==> config.mk <==
export PLATFORM = sky130hd
export DESIGN_NAME = rhse_mulmod
export DESIGN_NICKNAME = d
export VERILOG_FILES = /design/src/hw/rtl/rhse_pkg.sv /design/src/hw/rtl/rhse_mulmod.sv
export SDC_FILE = /design/constraint.sdc
export NUM_CORES = 2
export LEC_CHECK = 0
export BUFFER_PORTS_ARGS = -buffer_cell sky130_fd_sc_hd__clkbuf_2
export CAP_MARGIN = 30
export CORE_MARGIN = 4
export CORE_UTILIZATION = 35
export DETAILED_ROUTE_END_ITERATION = 8
export PLACE_DENSITY = 0.47
export SLEW_MARGIN = 20
export SYNTH_ARGS = -nofsm -noshare
export SYNTH_HDL_FRONTEND = slang
export SYNTH_SLANG_ARGS = --single-unit
==> constraint.sdc <==
create_clock -name clk -period 20.6 [get_ports clk]
set_input_delay 2.06 -clock clk [delete_from_list [all_inputs] [get_ports clk]]
set_output_delay 2.06 -clock clk [all_outputs]
set_load 0.01 [all_outputs]
==> src/hw/rtl/rhse_pkg.sv <==
// ----------------------------------------------------------------------------
// Rolling hash substring engine package
// Shared constants, codes, request types and modular add/subtract helpers.
// ----------------------------------------------------------------------------
package rhse_pkg;

    localparam int MAX_LEN = 4096;
    localparam int AW      = $clog2(MAX_LEN);
    localparam int LW      = AW + 1;
    localparam int HW      = 61;

    localparam logic [HW-1:0] MOD61     = {HW{1'b1}};
    localparam logic [HW-1:0] BASE_INIT = HW'(131);

    localparam logic [2:0] CMD_CLEAR  = 3'd0;
    localparam logic [2:0] CMD_APPEND = 3'd1;
    localparam logic [2:0] CMD_SUB    = 3'd2;
    localparam logic [2:0] CMD_CONCAT = 3'd3;
    localparam logic [2:0] CMD_LCP    = 3'd4;

    localparam logic [1:0] ST_OK    = 2'd0;
    localparam logic [1:0] ST_FULL  = 2'd1;
    localparam logic [1:0] ST_RANGE = 2'd2;

    typedef struct packed {
        logic          start;
        logic [HW-1:0] a;
        logic [HW-1:0] b;
    } mm_req_t;

    typedef struct packed {
        logic          pre_we;
        logic          pow_we;
        logic [AW-1:0] wr_addr;
        logic [HW-1:0] pre_wdata;
        logic [HW-1:0] pow_wdata;
        logic [AW-1:0] pre_raddr;
        logic [AW-1:0] pow_raddr;
    } st_req_t;

    function automatic logic [HW-1:0] addmod(input logic [HW-1:0] x, input logic [HW-1:0] y);
        logic [HW:0] t;
        t = {1'b0, x} + {1'b0, y};
        if (t >= {1'b0, MOD61})
        begin
            t = t - {1'b0, MOD61};
        end
        return t[HW-1:0];
    endfunction

    function automatic logic [HW-1:0] submod(input logic [HW-1:0] x, input logic [HW-1:0] y);
        logic [HW:0] t;
        t = {1'b0, x} + {1'b0, MOD61} - {1'b0, y};
        if (t >= {1'b0, MOD61})
        begin
            t = t - {1'b0, MOD61};
        end
        return t[HW-1:0];
    endfunction

endpackage

==> src/hw/rtl/rhse_mulmod.sv <==
// ----------------------------------------------------------------------------
// Modular multiplier
// Product mod 2^61-1 from four 31x31 partial products on one multiplier,
// then a fold; result and done pulse are registered.
// ----------------------------------------------------------------------------
module rhse_mulmod (
    input  logic                     clk,
    input  logic                     rst_n,
    input  rhse_pkg::mm_req_t        req,
    output logic                     done,
    output logic [rhse_pkg::HW-1:0]  result
);

    logic                    busy_reg, busy_next;
    logic                    done_reg, done_next;
    logic [2:0]              step_reg, step_next;
    logic [rhse_pkg::HW-1:0] a_reg, a_next;
    logic [rhse_pkg::HW-1:0] b_reg, b_next;
    logic [63:0]             acc_reg, acc_next;
    logic [rhse_pkg::HW-1:0] res_reg, res_next;
    logic [30:0]             op_x, op_y;
    logic [61:0]             prod;
    logic [63:0]             addend;
    logic [rhse_pkg::HW:0]   fold;

    always_comb
    begin
        op_x = a_reg[30:0];
        op_y = b_reg[30:0];
        unique case (step_reg)
            3'd1:    op_y = {1'b0, b_reg[60:31]};
            3'd2:    op_x = {1'b0, a_reg[60:31]};
            3'd3:
            begin
                op_x = {1'b0, a_reg[60:31]};
                op_y = {1'b0, b_reg[60:31]};
            end
            default: ;
        endcase
        prod = {31'd0, op_x} * {31'd0, op_y};
        unique case (step_reg)
            3'd1, 3'd2: addend = {32'd0, prod[61:30]} + {3'd0, prod[29:0], 31'd0};
            3'd3:       addend = {1'b0, prod, 1'b0};
            default:    addend = {2'd0, prod};
        endcase
        fold = {{(rhse_pkg::HW-2){1'b0}}, acc_reg[63:61]} + {1'b0, acc_reg[60:0]};
        if (fold >= {1'b0, rhse_pkg::MOD61})
        begin
            fold = fold - {1'b0, rhse_pkg::MOD61};
        end
    end

    always_comb
    begin
        busy_next = busy_reg;
        done_next = 1'b0;
        step_next = step_reg;
        a_next    = a_reg;
        b_next    = b_reg;
        acc_next  = acc_reg;
        res_next  = res_reg;
        if (busy_reg)
        begin
            if (step_reg == 3'd4)
            begin
                res_next  = fold[rhse_pkg::HW-1:0];
                done_next = 1'b1;
                busy_next = 1'b0;
            end
            else
            begin
                acc_next  = acc_reg + addend;
                step_next = step_reg + 3'd1;
            end
        end
        else if (req.start)
        begin
            busy_next = 1'b1;
            step_next = 3'd0;
            a_next    = req.a;
            b_next    = req.b;
            acc_next  = 64'd0;
        end
    end

    always_ff @(posedge clk or negedge rst_n)
    begin
        if (!rst_n)
        begin
            busy_reg <= 1'b0;
            done_reg <= 1'b0;
            step_reg <= 3'd0;
        end
        else
        begin
            busy_reg <= busy_next;
            done_reg <= done_next;
            step_reg <= step_next;
        end
    end

    always_ff @(posedge clk)
    begin
        a_reg   <= a_next;
        b_reg   <= b_next;
        acc_reg <= acc_next;
        res_reg <= res_next;
    end

    assign done   = done_reg;
    assign result = res_reg;

endmodule

Word level (Yosys, flattened, before mapping)
Cells that the tools add are included.
{"block": "word_totals", "ff_bits": 252, "input_bits": 125, "out_inout_bits": 62, "wordCells": 42}
{"block": "op_classes", "add_sub_neg": 5, "n_mul": 1, "magnitude_cmp": 1, "n_eq_ne": 5, "mux": 15, "bitwise_logic": 1, "reduce_logical": 7}
{"cell": "64-bit 2-to-1 mux", "n": 3}
{"cell": "63-bit one-hot mux with 2 select lines", "n": 1}
{"cell": "64-bit adder", "n": 1}
{"cell": "3-bit by 61-bit adder with 62-bit output", "n": 1}
{"cell": "32-bit by 61-bit adder with 62-bit output", "n": 1}
{"cell": "62-bit by 61-bit greater-or-equal comparator with 1-bit output, second input constant", "n": 1}
{"cell": "31-bit by 31-bit multiplier with 62-bit output", "n": 1}
{"cell": "31-bit 2-to-1 mux", "n": 2}
{"cell": "61-bit 2-to-1 mux", "n": 1}
{"cell": "61-bit subtractor, second input constant", "n": 1}
{"cell": "3-bit 2-to-1 mux", "n": 3}
{"cell": "3-bit by 2-bit == test with 1-bit output, second input constant", "n": 2}
{"cell": "2-bit AND reduction", "n": 3}
{"cell": "2-bit OR reduction", "n": 3}
{"cell": "1-bit 2-to-1 mux", "n": 5}
{"cell": "3-bit by 1-bit adder with 3-bit output, second input constant", "n": 1}
{"cell": "3-bit by 1-bit == test with 1-bit output, second input constant", "n": 1}
{"cell": "3-bit == test, second input constant", "n": 1}
{"cell": "2-bit != test, second input constant", "n": 1}
{"cell": "2-bit nonzero test", "n": 1}
{"cell": "1-bit inverter", "n": 1}

Longest topological paths before layout
{"block": "logic_depth", "depth_word": 9, "mapped_depth": 58, "mapped_depth_nobuf": 53}

Worst setup path after synthesis
No wires, ideal clock.
{"block": "synth_path", "kind": "register to register", "start": "register step_reg[0]", "end": "register acc_reg[60], data pin", "setup_time_ns": 0.263, "arrival_ns": 13.081, "t_required_ns": 20.337, "slack_ns": 7.256, "path_stages_with_launch": 54, "n_path_buf": 6, "synth_period_minus_slack_ns": 13.344, "path_cell_list": "dfrtp_1 > ha_1 > ha_1 > a21oi_1 > clkbuf_1 > clkbuf_1 > buf_1 > mux2i_1 > clkbuf_1 > nor2_1 > fa_1 > fa_1 > fa_1 > inv_1 > fa_1 > inv_1 > fa_1 > fa_1 > [... 18 more ...] > nor3b_1 > nand4_1 > nor3_1 > nor4b_4 > xnor2_1 > a221oi_1 > a21oi_1 > ha_1 > clkbuf_1 > a21o_1 > a21o_1 > a21o_1 > a21o_1 > a21o_1 > a21o_1 > a21o_1 > a41oi_1 > mux2i_1"}
{"block": "synth_via", "elab_chain_cells": 9, "word_cells_on_any_way": 14, "cone_classes": "add/sub: 2; mul: 1; eq/ne: 3; mux: 5; reduce/logical: 3"}
{"item": "start: declaration", "line_no": "rhse_mulmod.sv:16", "rtl": "logic [2:0] step_reg, step_next;"}
{"item": "start signal: assignment", "line_no": "rhse_mulmod.sv:98", "rtl": "step_reg <= step_next;"}
{"item": "3-bit by 2-bit == test with 1-bit output or 3-bit by 1-bit == test with 1-bit output (tied branches)", "line_no": "rhse_mulmod.sv:30, rhse_mulmod.sv:41"}
{"item": "2-bit OR reduction (no line)"}
{"item": "31-bit 2-to-1 mux", "line_no": "rhse_mulmod.sv:30", "rtl": "unique case (step_reg)"}
{"item": "31-bit by 31-bit multiplier with 62-bit output", "line_no": "rhse_mulmod.sv:40", "rtl": "prod = {31'd0, op_x} * {31'd0, op_y};"}
{"item": "32-bit by 61-bit adder with 62-bit output", "line_no": "rhse_mulmod.sv:42", "rtl": "3'd1, 3'd2: addend = {32'd0, prod[61:30]} + {3'd0, prod[29:0], 31'd0};"}
{"item": "63-bit one-hot mux with 2 select lines (*)", "line_no": "rhse_mulmod.sv:41", "rtl": "unique case (step_reg)"}
{"item": "64-bit adder (*)", "line_no": "rhse_mulmod.sv:72", "rtl": "acc_next = acc_reg + addend;"}
{"item": "64-bit 2-to-1 mux (*)", "line_no": "rhse_mulmod.sv:64", "rtl": "if (step_reg == 3'd4)"}
{"item": "64-bit 2-to-1 mux (*)", "line_no": "rhse_mulmod.sv:62", "rtl": "if (busy_reg)"}
{"item": "end signal: assignment", "line_no": "rhse_mulmod.sv:106", "rtl": "acc_reg <= acc_next;"}
{"item": "end: declaration", "line_no": "rhse_mulmod.sv:19", "rtl": "logic [63:0] acc_reg, acc_next;"}
Mark *: on every way between the ends. The rest lies on a longest branch, timed or not. The select of a mux whose other input is x is not followed.
A chain may end at the register's enable or synchronous reset.

Worst setup path after layout
Ends and elaborated chain as after synthesis.

==> impl_results.md <==
* Result of the run: complete, no violations
* Synthesis-to-layout area growth at 9.02%
* Max_slew headroom at 0.337
* Clock sinks at between 200 and 300
* Latest clock arrival within the worst-skew pair at about 600 ps
* Remaining design rule violation count at 0
* Area of the mapped netlist at about 47,000 sq um
* Number of enable-type register cells in the synthesized netlist at roughly 250
* Aggregate global-route resource usage at 0.234
* Top_reg_cell synth: sky130_fd_sc_hd__edfxtp_1
* Category of cells accounting for the largest share of critical-path delay: adder cells
* Slowest Stage Delay on Critical Path at 860 ps
* Number of input and output port buffers inserted at 186
* First-pass GRT wire length at between 200,000 and 250,000 um
* Final setup fails at 0
* Reg area at around 7500 sq um
* Flip-flop count of the largest register after layout at 64
* Time the worst path needs with I/O delays and setup at roughly 15,000 ps
* Gate Count Post-Synth at 5,117
* Routed len/inst at around 24 um
* Final-layout setup total negative slack at 0 ps
* Final Skew at 39.8 ps
* Worst Max-Slew Pin Slew at roughly 980 ps
* Vias at ~37,000
* Number of global-route vias before repair at 38,600
* Max Slew Vio Count at 0
* Worst setup EP type: flop
* Fraction of registers with async set/reset at 0.0198
* Router iterations before antenna repair at 7
* Total of cells resized after clock tree synthesis at 0
* Starting density of the core at 0.352
* Area leader, netlist: sky130_fd_sc_hd__fa_1
* Row count at around 130
* Proportion of synthesized chip area in sequential cells at 0.161
* Die area at around 140,000 sq um
* Worst path required time at ~21,000 ps
* Count of filler cells inserted in the layout at between 10,000 and 15,000
* Global placement routability congestion at between 0.9 and 1
* Critical Path Source Type: flop
* Buffer count from post-CTS setup fixing at 0
* Total CTS buffers at 34
* Number of top-level design ports at approximately 190
* Synth cell types at 93
* Kind of path behind the tightest hold check: flop to flop
* Maximum number of pins on one net before global-route repair at 68
* Clock transition time at the flip-flop clock pins of the worst setup and hold paths at around 60 ps
* Final hold vios at 0
* Area of the multi-input gates at 35,600 sq um
* Instance count along the most critical hold path at 2
* Average footprint of a synthesized cell at between 9 and 10 sq um
* Critical path startpoint: step_reg[0]
* Clock tree root driver cell: sky130_fd_sc_hd__clkbuf_16
* Number of hold-repair buffers added at the cts stage at 0
* Critical path buffer and inverter count at 6
* Area contributors post-synth: sky130_fd_sc_hd__fa_1 (36%), sky130_fd_sc_hd__edfxtp_1 (16%), sky130_fd_sc_hd__ha_1 (8.8%)
* Terminating pin of the worst hold path: step_reg[0]
* Worst path depth at 49
* Share of layout cells above drive strength 1 at 0.0856
* Crit Reg-Reg Startpoint: step_reg[0]
* Count of cells along the worst register-to-register path at 49
* Largest fanout on the critical path at 40
* Count of nets after finishing at ~6,500
* Number of violations of the max-capacitance limit at 0
* Bufs on Longest Clock Path at 3
* Die Y at roughly 370 um
* Highest achievable clock rate at approximately 65 MHz
* Average vias per placed instance at roughly 5.3
* Aggregate global routing overflow at 0
* Synth top area share at 0.358
* Number of flip-flops and latches in the synthesized netlist at between 200 and 300
* 1st-iter DRT viols at around 3,000
* Worst-path cell with the longest stage delay: sky130_fd_sc_hd__mux2i_4
* Horizontal die dimension at between 300 and 400 um
* Number of warnings printed during yosys synthesis at 0
* RSZ-0062 raised after global routing: false
* Half-perimeter wire length after detailed placement at around 130,000 um
* Minimum setup slack among reg-to-reg paths at approximately 5300 ps
* Final period util at 0.742
* Mapped Nets at between 6,000 and 7,000
* Antenna violations before repair at 3
* Number of nets still failing antenna checks after routing at 0
* Most used cell, CP: sky130_fd_sc_hd__fa_1
* Hold wc startpoint: step_reg[0]
* Placeable Area at about 130,000 sq um
* Arrival @ worst endpoint at 15,720 ps
* Routed Wire Length at 166,000 um
* # H-tree levels at 2
* Critical register-to-register path endpoint: acc_reg[60]
* CTS tree: yes
* Type of the worst setup path: flop to flop
-- per-layer routing --
layer | part of all wire | vias up | GRT usage
met5 | 0 | - | 0
met4 | 0.043 | 0 | 0.0842
met3 | 0.057 | 293 | 0.0313
met2 | 0.47 | 1298 | 0.387
met1 | 0.43 | 19200 | 0.315
li1 | - | 16500 | -
-- logic make-up after synthesis --
logic type | after synthesis | share of synthesized area
AND/OR/NAND/NOR | 1727 | 0.160
adder cells (fa/ha/maj) | 1168 | 0.445
buffers and inverters | 1082 | 0.0872
AO/OA/AOI/OAI | 579 | 0.0837
flip-flops | 252 | 0.161
XOR/XNOR | 178 | 0.0332
multiplexers | 131 | 0.0296
-- worst max path at each step --
stage	end	slack (ps)
after global routing	acc_reg[60]	4580
after CTS	acc_reg[60]	5470
final	acc_reg[60]	5310
after global placement	acc_reg[60]	5280
after floorplan	acc_reg[60]	7260
after detailed placement	acc_reg[60]	5510
-- cell type report --
type | count | area share
diodes | 1 | 0.0000489
inverters | 855 | 0.0627
repair buffers | 260 | 0.0296
flip-flops and latches | 252 | 0.147
multi-input cells | 3783 | 0.695
clock buffers | 38 | 0.0169
well taps | 1768 | 0.0432
clock inverters | 23 | 0.00530
-- placed cells by master, fill, tap and decap left out, types with 25 or more instances in the layout --
cell type                   instances
sky130_fd_sc_hd__a21o_1            84
sky130_fd_sc_hd__a21oi_1          161
sky130_fd_sc_hd__and2_1            41
sky130_fd_sc_hd__and3_1            39
sky130_fd_sc_hd__buf_4             70
sky130_fd_sc_hd__clkbuf_16         34
sky130_fd_sc_hd__clkbuf_2         186
sky130_fd_sc_hd__edfxtp_1         247
sky130_fd_sc_hd__fa_1             839
sky130_fd_sc_hd__ha_1             328
sky130_fd_sc_hd__inv_1            854
sky130_fd_sc_hd__mux2_2            63
sky130_fd_sc_hd__mux2i_1           35
sky130_fd_sc_hd__mux2i_2           25
sky130_fd_sc_hd__nand2_1          676
sky130_fd_sc_hd__nand3_1           74
sky130_fd_sc_hd__nand4_1           52
sky130_fd_sc_hd__nor2_1           650
sky130_fd_sc_hd__nor3_1            45
sky130_fd_sc_hd__o21ai_0           85
sky130_fd_sc_hd__xnor2_1          102
sky130_fd_sc_hd__xor2_1            76
-- worst min-delay path: stages (launching register included) --
cell                      delay (ps)
sky130_fd_sc_hd__dfrtp_1         380
sky130_fd_sc_hd__inv_1           100
sky130_fd_sc_hd__mux2i_1         130
-- stage by stage --
step                std cells   util  hold slack, ps  worst slack, ps  area, sq um
CTS                      6977  0.383             646             5470        51200
global placement         6914  0.374             619             5280        50000
global route             6979  0.384             681             4580        51200
floorplan                5117      -             572             7260        47000
finish                   6980  0.384             654             5310        51200
detailed placement       6916  0.375             638             5510        50000
-- cells in the mapped netlist (23+ instances only) --
cell type                  number
sky130_fd_sc_hd__inv_1        854
sky130_fd_sc_hd__fa_1         839
sky130_fd_sc_hd__nand2_1      676
sky130_fd_sc_hd__nor2_1       654
sky130_fd_sc_hd__ha_1         329
sky130_fd_sc_hd__edfxtp_1     247
sky130_fd_sc_hd__clkbuf_1     196
sky130_fd_sc_hd__a21oi_1      162
sky130_fd_sc_hd__xnor2_1      102
sky130_fd_sc_hd__o21ai_0       85
sky130_fd_sc_hd__a21o_1        84
sky130_fd_sc_hd__xor2_1        76
sky130_fd_sc_hd__nand3_1       74
sky130_fd_sc_hd__mux2i_1       67
sky130_fd_sc_hd__mux2_2        63
sky130_fd_sc_hd__nand4_1       52
sky130_fd_sc_hd__nor3_1        45
sky130_fd_sc_hd__and2_1        41
sky130_fd_sc_hd__and3_1        39
sky130_fd_sc_hd__a221o_1       23
Power is left out: the tool's default activity adds up to more than one toggle a clock period on the data nets, which glitch-free logic cannot reach.
